[src/irmt_pkg.sv]
`default_nettype none
package irmt_pkg;

	localparam int MAX_EXTENTS_DEF = 8;
	localparam logic [31:0] ALL_ONES = 32'hFFFF_FFFF;
	localparam logic [31:0] OVERFLOW_RST = 32'd65534;

	typedef enum logic [1:0] {
		OP_INSERT   = 2'd0,
		OP_MAP_UP   = 2'd1,
		OP_MAP_DOWN = 2'd2,
		OP_CLEAR    = 2'd3
	} op_e;

	typedef enum logic [2:0] {
		ST_OK        = 3'd0,
		ST_INVALID   = 3'd1,
		ST_OVERLAP   = 3'd2,
		ST_FULL      = 3'd3,
		ST_NOT_FOUND = 3'd4
	} status_e;

	typedef struct packed {
		op_e         opcode;
		logic [31:0] query_id;
		logic [31:0] upper_first;
		logic [31:0] lower_first;
		logic [31:0] range_count;
	} req_t;

	typedef struct packed {
		status_e     status;
		logic [31:0] mapped_id;
		logic [31:0] munged_id;
		logic [3:0]  extent_total;
	} rsp_t;

	// request token walking the cell chain
	typedef struct packed {
		logic        vld;
		op_e         op;
		logic [31:0] a;
		logic [31:0] a_end;
		logic [31:0] b;
		logic [31:0] b_end;
		logic        bad;
		logic        hit;
		logic [31:0] res;
	} tok_t;

	// one stored extent, ends precomputed, delta = upper - lower
	typedef struct packed {
		logic [31:0] u_first;
		logic [31:0] u_last;
		logic [31:0] l_first;
		logic [31:0] l_last;
		logic [31:0] delta;
	} ext_t;

endpackage
`default_nettype wire

[src/irmt_cell.sv]
`default_nettype none
module irmt_cell #(
	parameter int IDX   = 0,
	parameter int CNT_W = 4
) (
	input  wire logic             clk,
	input  wire logic             arst_n,
	input  wire irmt_pkg::tok_t   tok_in,
	output irmt_pkg::tok_t        tok_out,
	input  wire logic [CNT_W-1:0] entry_count,
	input  wire logic             wr_en,
	input  wire irmt_pkg::ext_t   wr_data
);
	import irmt_pkg::*;

	ext_t ext_q;
	tok_t tok_q;
	tok_t tok_nxt;
	logic live;
	logic cell_hit;
	logic [31:0] cell_res;

	assign live = CNT_W'(IDX) < entry_count;

	always_ff @(posedge clk) begin
		if (wr_en && entry_count == CNT_W'(IDX)) begin
			ext_q <= wr_data;
		end
	end

	always_comb begin
		cell_hit = 1'b0;
		cell_res = tok_in.a + ext_q.delta;
		unique case (tok_in.op)
			OP_INSERT: begin
				cell_hit = (ext_q.u_first <= tok_in.a_end && ext_q.u_last >= tok_in.a) ||
					(ext_q.l_first <= tok_in.b_end && ext_q.l_last >= tok_in.b);
			end
			OP_MAP_UP: begin
				cell_hit = tok_in.a >= ext_q.l_first && tok_in.a <= ext_q.l_last;
				cell_res = tok_in.a + ext_q.delta;
			end
			OP_MAP_DOWN: begin
				cell_hit = tok_in.a >= ext_q.u_first && tok_in.a <= ext_q.u_last &&
					tok_in.a_end >= ext_q.u_first && tok_in.a_end <= ext_q.u_last;
				cell_res = tok_in.a - ext_q.delta;
			end
			OP_CLEAR: begin
				cell_hit = 1'b0;
			end
			default: begin
				cell_hit = 1'b0;
			end
		endcase
		tok_nxt = tok_in;
		if (live && cell_hit && !tok_in.hit) begin
			tok_nxt.hit = 1'b1;
			tok_nxt.res = cell_res;
		end
	end

	always_ff @(posedge clk or negedge arst_n) begin
		if (!arst_n) begin
			tok_q.vld <= 1'b0;
		end else begin
			tok_q <= tok_nxt;
		end
	end

	assign tok_out = tok_q;

endmodule
`default_nettype wire

[config.mk]
export PLATFORM = sky130hd
export DESIGN_NAME = irmt_cell
export DESIGN_NICKNAME = d
export VERILOG_FILES = /design/src/irmt_pkg.sv /design/src/irmt_cell.sv
export SDC_FILE = /design/constraint.sdc
export NUM_CORES = 1
export LEC_CHECK = 0
export CAP_MARGIN = 10
export CORE_UTILIZATION = 43
export DETAILED_ROUTE_END_ITERATION = 8
export DONT_BUFFER_PORTS = 1
export SYNTH_ARGS = -nofsm -noshare
export SYNTH_HDL_FRONTEND = slang
export SYNTH_SLANG_ARGS = --single-unit
[constraint.sdc]
create_clock -name clk -period 4.6 [get_ports clk]
set_input_delay 0.23 -clock clk [delete_from_list [all_inputs] [get_ports clk]]
set_output_delay 0.23 -clock clk [all_outputs]
set_load 0.1 [all_outputs]
==> key figures, run 1 <==
Status
  – Outcome: completed

Yosys
  – Synth area leaders: edfxtp_1, ha_1, inv_1, a21oi_1, mux2_4
  – FFs w/ async S/R, synth: 0.308%
  – Post-synthesis cell area: roughly 19,000 sq um
  – Post-synth EDFFs: 324
  – Synth unique cells: 67
  – Mean Syn Cell Area: 12.2 sq um
  – Sequential cell area fraction in the yosys report: 52.2%
  – Mapped Cells: roughly 1,500
  – Synth Net Count: 2,151
  – Synth Warn #: 0
  – Synth Register Bits: 325
  – Post-synth top area cell: edfxtp_1
  – Area share of the largest cell type after synthesis: 52.0%
  – Commonest register cell after synthesis: edfxtp_1

Run
  – Max capacitance violation total: 0

Power and ir drop
  – Switch share: 31.5%
  – Power, Total: 8.22 mW
  – Sw power: ~2.6 mW
  – Pint: 5.63 mW
  – Clock power share: between 30% and 40%
  – Peak VDD IR: 363 uV
  – P_leak: between 10 and 15 nW
  – P per Cell Area: 342 nW/um^2
  – Sequential power share: 52.5%
  – Comb pwr share: between 10% and 20%

Setup path
  – Reg-to-Reg End: tok_out[31]
  – Slowest CP cell: or4_1
  – Worst reg2reg path depth: 17
  – Cell Chain, Critical Path: or4_1 > nor3_1 > nand2_1 > nor2_2 > nand3_1 > o31ai_2 > xor2_1 > ha_1 > inv_1 > o21bai_1 > a21o_1 > a21o_1 > a211oi_1 > o21bai_1 > a41oi_1 > xnor2_1 > mux2_2
  – CP startpoint kind: flip-flop
  – FF-to-FF Start: ext_q[12]
  – Crit Path Max Fanout: 8
  – Critical Path Max Stage Delay: 0.62 ns
  – Critical setup path kind: flip-flop to flip-flop
  – Worst setup EP type: flip-flop
  – Worst reg2reg setup slack: 0.22 ns
  – Worst Path Required: around 4.9 ns
  – CP arrival: 4.68 ns

Timing
  – # setup viols final: 0
  – FMAX: 228 MHz
  – Hold_ws: 0.0726 ns
  – Slew Viols, Final: 0
  – Setup Skew: 0.0191 ns
  – Final WS setup: around 0.22 ns
  – Fin. Hold Viols: 0
  – Slew headroom: 31.8%
  – Worst-margin pin slew: 1.03 ns
  – Setup TNS: 0 ns
  – Tmin final: about 4.4 ns
  – Tcrit/Tclk final: 95.3%

Final layout
  – FF/Latch Area: 9750 sq um
  – Commonest non-fill, non-tap cell in the layout: dlygate4sd3_1
  – Fillers: 3,525
  – Most frequent cells in the layout: dlygate4sd3_1, edfxtp_1, ha_1
  – Area of the multi-input gates: between 8000 and 9000 sq um
  – Area growth from synthesis to layout: 28.4%
  – Final nets: 2,521
  – Share of layout cells above drive strength 1: between 6 and 7%

Route
  – Drt first pass iters: 5
  – Vias per cell: 5.47
  – Remaining DRCs: 0
  – WL final: between 50 and 60 mm
  – Final ANT Viol Nets: 0
  – Drt initial violations: 748
  – WL/cell: approximately 23 um
  – Via count: 13,800

Placed design
  – PortBufs: 0
  – RD Place Congestion: 0.935
  – Place WS: -0.0697 ns
  – Post-DP HPWL: 40.7 mm

Floorplan
  – Die area: around 44,000 sq um
  – # IOs: 497
  – Core area: 43,000 sq um
  – Die width: 211 um
  – Core Rows: 76
  – Initial Util: 43.5%
  – Die Y: 211 um

Clocking
  – Skew-Pair Late Insertion Delay: 0.55 ns
  – Clk pin slew, worst setup/hold paths: approximately 0.060 ns
  – Root Buffer Master: clkbuf_16
  – CTS Buf Count: 36
  – H-Tree Depth: 2
  – Number of clock sinks: 325
  – CTS tree: done
  – CTS max path bufs: 3

Worst hold path
  – Hold path depth: 2
  – Hold Path Class: input port to flip-flop
  – Hold path startpoint: tok_in[131]
  – Hold path endpoint: tok_out[1]

Global route
  – Tot GR Track Use: ~25%
  – First-pass GRT wire length: 83.5 mm
  – GRT Residual Overflow: 0
  – Antenna violations before repair: 4
  – Largest net degree at the start of global routing: between 150 and 200
  – Vias in the first global route: 14,400
==> repair_timing <==
item / in CTS / in global routing
hold buffers: 327 / 0
buffers inserted: 0 / 1
gates resized for setup: 2 / 13
pin swaps: 0 / 4
hold endpoints to repair: 490 / 0
setup endpoints to repair: 1 / 9
==> worst max-delay path: cells and delay by family, from the launching register on <==
kind | cells | cell delay [ns]
XOR/XNOR | 2 | 0.26
AO/OA/AOI/OAI | 7 | 1.25
AND/OR/NAND/NOR | 5 | 1.44
flip-flops | 1 | 0.42
adder cells (fa/ha/maj) | 1 | 0.35
multiplexers | 1 | 0.26
buffers and inverters | 1 | 0.13
==> cell usage after synthesis (3+ instances only) <==
master / count
a311oi_1: 3
nand2b_1: 7
o21ai_0: 61
mux2_2: 3
edfxtp_1: 324
or2_2: 4
xor2_1: 28
nand2_1: 75
o31ai_1: 10
o2111ai_1: 3
nand3_1: 30
o21bai_1: 5
a211oi_1: 23
and2_1: 4
nor3b_1: 3
nor3_1: 26
and3_1: 5
a21oi_1: 112
inv_1: 206
nor4_1: 10
or3_1: 8
a2111oi_0: 5
nor2b_1: 10
a21boi_0: 3
clkbuf_1: 6
nand4_1: 40
mux2i_1: 3
a31oi_1: 10
o221ai_1: 4
o211ai_1: 14
a21o_1: 36
ha_1: 288
nor2_1: 51
xnor2_1: 28
buf_6: 5
o21a_1: 6
o21ai_1: 4
mux2_4: 28
and4_1: 3
==> area by class of cell <==
cell class | count | area share, %
diodes | 3 | 0.0313
clock buffers | 46 | 4.08
clock inverters | 17 | 0.750
inverters | 206 | 3.22
multi-input cells | 987 | 34.0
flip-flops and latches | 325 | 40.6
well taps | 585 | 3.05
repair buffers | 344 | 14.3
==> worst max path at each step <==
| stage | startpoint | endpoint |
|---|---|---|
| after floorplan | ext_q[4] | tok_out[31] |
| after global routing | ext_q[12] | tok_out[31] |
| after detailed placement | ext_q[4] | tok_out[31] |
| final | ext_q[12] | tok_out[31] |
| after CTS | ext_q[4] | tok_out[31] |
| after global placement | ext_q[4] | tok_out[31] |
==> per-layer routing <==
layer | vias up | global-route usage, % | routed length, um
li1 | 6468 | - | -
met1 | 6644 | 29.8 | 23000
met2 | 513 | 45.4 | 28900
met3 | 128 | 5.02 | 3460
met4 | 2 | 10.1 | 2010
met5 | - | 0 | 10
==> through the flow <==
step | instances | cell area [sq um] | util, %
3_3_place_gp | 2119 | 19500 | 45.3
4_1_cts | 2509 | 23900 | 55.7
3_5_place_dp | 2119 | 19500 | 45.3
5_1_grt | 2513 | 24000 | 55.9
6_report | 2513 | 24000 | 55.9
2_1_floorplan | 1530 | 18700 | -
==> state kept, by name, indices dropped and copies added (netlist names) <==
name and count:
ext_q 160, tok_out 165
==> logic make-up after synthesis <==
kind of cell | after synthesis | synth area share, %
AO/OA/AOI/OAI | 322 | 10.9
XOR/XNOR | 56 | 2.62
adder cells (fa/ha/maj) | 289 | 19.4
buffers and inverters | 218 | 4.60
flip-flops | 325 | 52.2
multiplexers | 34 | 2.59
AND/OR/NAND/NOR | 286 | 7.75
==> power groups by stage <==
stage	combinational [mW]	sequential (mW)	clock, mW
3_3_place_gp	0.710	4.38	0
2_1_floorplan	0.557	4.35	0
4_1_cts	1.00	4.32	2.94
3_5_place_dp	0.729	4.38	0
5_1_grt	1.13	4.33	3.05
6_report	1.02	4.32	2.88
No activity file was read; power rests on OpenSTA's default activity.
==> run 2, diff against run 1 <==
==> constraint.sdc (replaced) <==
create_clock -name clk -period 4.9 [get_ports clk]
set_input_delay 0.245 -clock clk [delete_from_list [all_inputs] [get_ports clk]]
set_output_delay 0.245 -clock clk [all_outputs]
set_load 0.1 [all_outputs]
==> run 2 against run 1 <==
  * Sequential cell count unchanged
  * Sequential power down 6.0%
  * Sequential share of layout area up 0.26 points
  * Critical path depth up 1
  * Cell area down 0.64%
  * Clock-buffer cell count down 5
  * Via count down 1.3%
  * First-iteration DRC count down 8.4%
  * Register-to-register slack better by 0.05 ns
  * Combinational power down 8%
  * Final cell count down 0.20%
  * Die area unchanged
  * Critical path type unchanged
  * Critical endpoint unchanged
  * Largest cell class unchanged
  * Largest power group unchanged
==> key figures, run 2 (synthesis results as in run 1) <==
Status
  – Outcome: completed

Clocking
  – Number of clock sinks: 325
  – Skew-Pair Late Insertion Delay: about 0.56 ns
  – CTS Buf Count: 36
  – H-Tree Depth: 2
  – CTS max path bufs: 3
  – Clk pin slew, worst setup/hold paths: ~0.060 ns
  – Root Buffer Master: clkbuf_16
  – CTS tree: done

Power and ir drop
  – P_leak: between 9 and 10 nW
  – P per Cell Area: 319 nW/um^2
  – Peak VDD IR: 265 uV
  – Power, Total: 7.61 mW

Final layout
  – Share of layout cells above drive strength 1: between 5 and 6%
  – Area growth from synthesis to layout: 27.6%
  – FF/Latch Area: 9750 sq um
  – Commonest non-fill, non-tap cell in the layout: dlygate4sd3_1
  – Largest register FFs: 165
  – Fin cells: about 2,500
  – Final nets: between 2,000 and 3,000
  – Most frequent cells in the layout: dlygate4sd3_1, edfxtp_1, ha_1
  – Fillers: 3,519
  – Area of the multi-input gates: 8100 sq um

Timing
  – Setup TNS: 0 ns
  – Worst-margin pin slew: 1.02 ns
  – RSZ-0062 raised after global routing: false
  – Tcrit/Tclk final: 94.6%
  – Tmin final: 4.63 ns
  – Setup Skew: 0.0237 ns
  – # setup viols final: 0
  – Slew Viols, Final: 0
  – Slew headroom: 32.0%
  – FMAX: 216 MHz
  – Hold_ws: 0.0860 ns
  – Final WS setup: around 0.27 ns
  – Fin. Hold Viols: 0

Setup path
  – Worst setup EP type: flip-flop
  – Critical setup path kind: flip-flop to flip-flop
  – Slowest CP cell: or3b_2
  – Crit path buf inv count: 0
  – Critical Path Max Stage Delay: 0.54 ns
  – WP depth: 18
  – Cell Chain, Critical Path: or3_1 > or3b_2 > nor3_4 > nand2_1 > nor3b_2 > nand2_1 > o21ai_1 > xor2_1 > ha_1 > a21oi_2 > o21bai_1 > a21o_1 > a21o_1 > a211oi_1 > o21bai_1 > a41oi_1 > xnor2_1 > mux2_2
  – Reg-to-Reg End: tok_out[31]
  – Worst Setup SP: ext_q[4]
  – Worst reg2reg setup slack: 0.27 ns
  – CP arrival: just under 5 ns
  – FF-to-FF Start: ext_q[4]
  – Delay-heaviest family, CP: simple AND/OR/NAND/NOR gates
  – CP startpoint kind: flip-flop
  – Worst reg2reg path depth: 18
  – Crit Path Max Fanout: 4
  – Worst setup path endpoint: tok_out[31]
  – Worst Path Required: 5.20 ns

Floorplan
  – Initial Util: between 40% and 50%
  – Die Y: roughly 210 um
  – Die width: 211 um
  – # IOs: 497
  – Core area: 43,000 sq um
  – Core Rows: 76
  – Die area: 44,300 sq um

Placed design
  – Post-DP HPWL: 39.9 mm
  – Placed cell count: 2,110
  – Place WS: 0.128 ns
  – RD Place Congestion: 0.912
  – PortBufs: 0

Route
  – Drt first pass iters: 5
  – WL/cell: 22.2 um
  – Remaining DRCs: 0
  – Drt initial violations: between 600 and 700
  – WL final: approximately 56 mm
  – Final ANT Viol Nets: 0
  – Vias per cell: 5.42
  – Via count: 13,600

Global route
  – Largest net degree at the start of global routing: between 150 and 200
  – Antenna violations before repair: 11
  – Vias in the first global route: 14,200
  – GRT Residual Overflow: 0
  – First-pass GRT wire length: 81.6 mm
  – Tot GR Track Use: 24.7%

Worst hold path
  – Hold Path Class: input port to flip-flop

Run
  – Max capacitance violation total: 0
[run 2: cell count changes in the layout (fill, tap and decap cells not counted), moves of 2 or more]
| cell | before | now |
|---|---|---|
| buf_4 | 16 | 6 |
| clkbuf_1 | 7 | 5 |
| clkbuf_8 | 2 | 0 |
| clkinv_1 | 4 | 7 |
| clkinv_2 | 3 | 8 |
| clkinv_4 | 2 | 0 |
| clkinv_8 | 0 | 3 |
| diode_2 | 3 | 6 |
| inv_6 | 4 | 2 |
| nand2_1 | 73 | 75 |
| nand2_2 | 2 | 0 |
[run 2: worst min-delay path by stage]
stage,start,end,cells after the start
2_1_floorplan,arst_n,tok_out[164],0
3_3_place_gp,arst_n,tok_out[164],0
3_5_place_dp,arst_n,tok_out[164],0
4_1_cts,tok_in[131],tok_out[1],2
5_1_grt,tok_in[131],tok_out[1],2
6_report,tok_in[131],tok_out[1],2
[run 2: cell type report]
class | instances | share of cell area (%)
inverter | 206 | 3.24
clock buffer | 41 | 3.85
clock inverter | 24 | 0.870
sequential | 325 | 40.9
tap | 585 | 3.07
antenna | 6 | 0.0629
timing repair buffer | 334 | 14.1
multi-input combinational | 987 | 34.0
[run 2: metal layers]
layer  vias up  GRT usage [%]  wire length, um
li1       6461              -                -
met1      6524           29.3            22900
met2       474           44.0            27800
met3       113           5.13             3140
met4        10           8.62             1710
met5         -              0               72
[run 2: power breakdown]
group | switching (mW) | internal, mW | total, mW
Clock | 1.15 | 1.47 | 2.62
Sequential | 0.832 | 3.22 | 4.06
Combinational | 0.463 | 0.476 | 0.939
Total | 2.44 | 5.17 | 7.61
[run 2: timing repair]
item,in CTS,in global routing
endpoints found under the hold margin,490,0
gates resized for setup,0,4
setup buffers,0,0
hold buffers,327,0
setup endpoints to repair,0,4
[run 2: per-stage QoR]
step	utilization [%]	area, sq um
2_1_floorplan	-	18700
3_3_place_gp	45.2	19400
3_5_place_dp	45.2	19400
4_1_cts	55.4	23800
5_1_grt	55.5	23900
6_report	55.5	23900
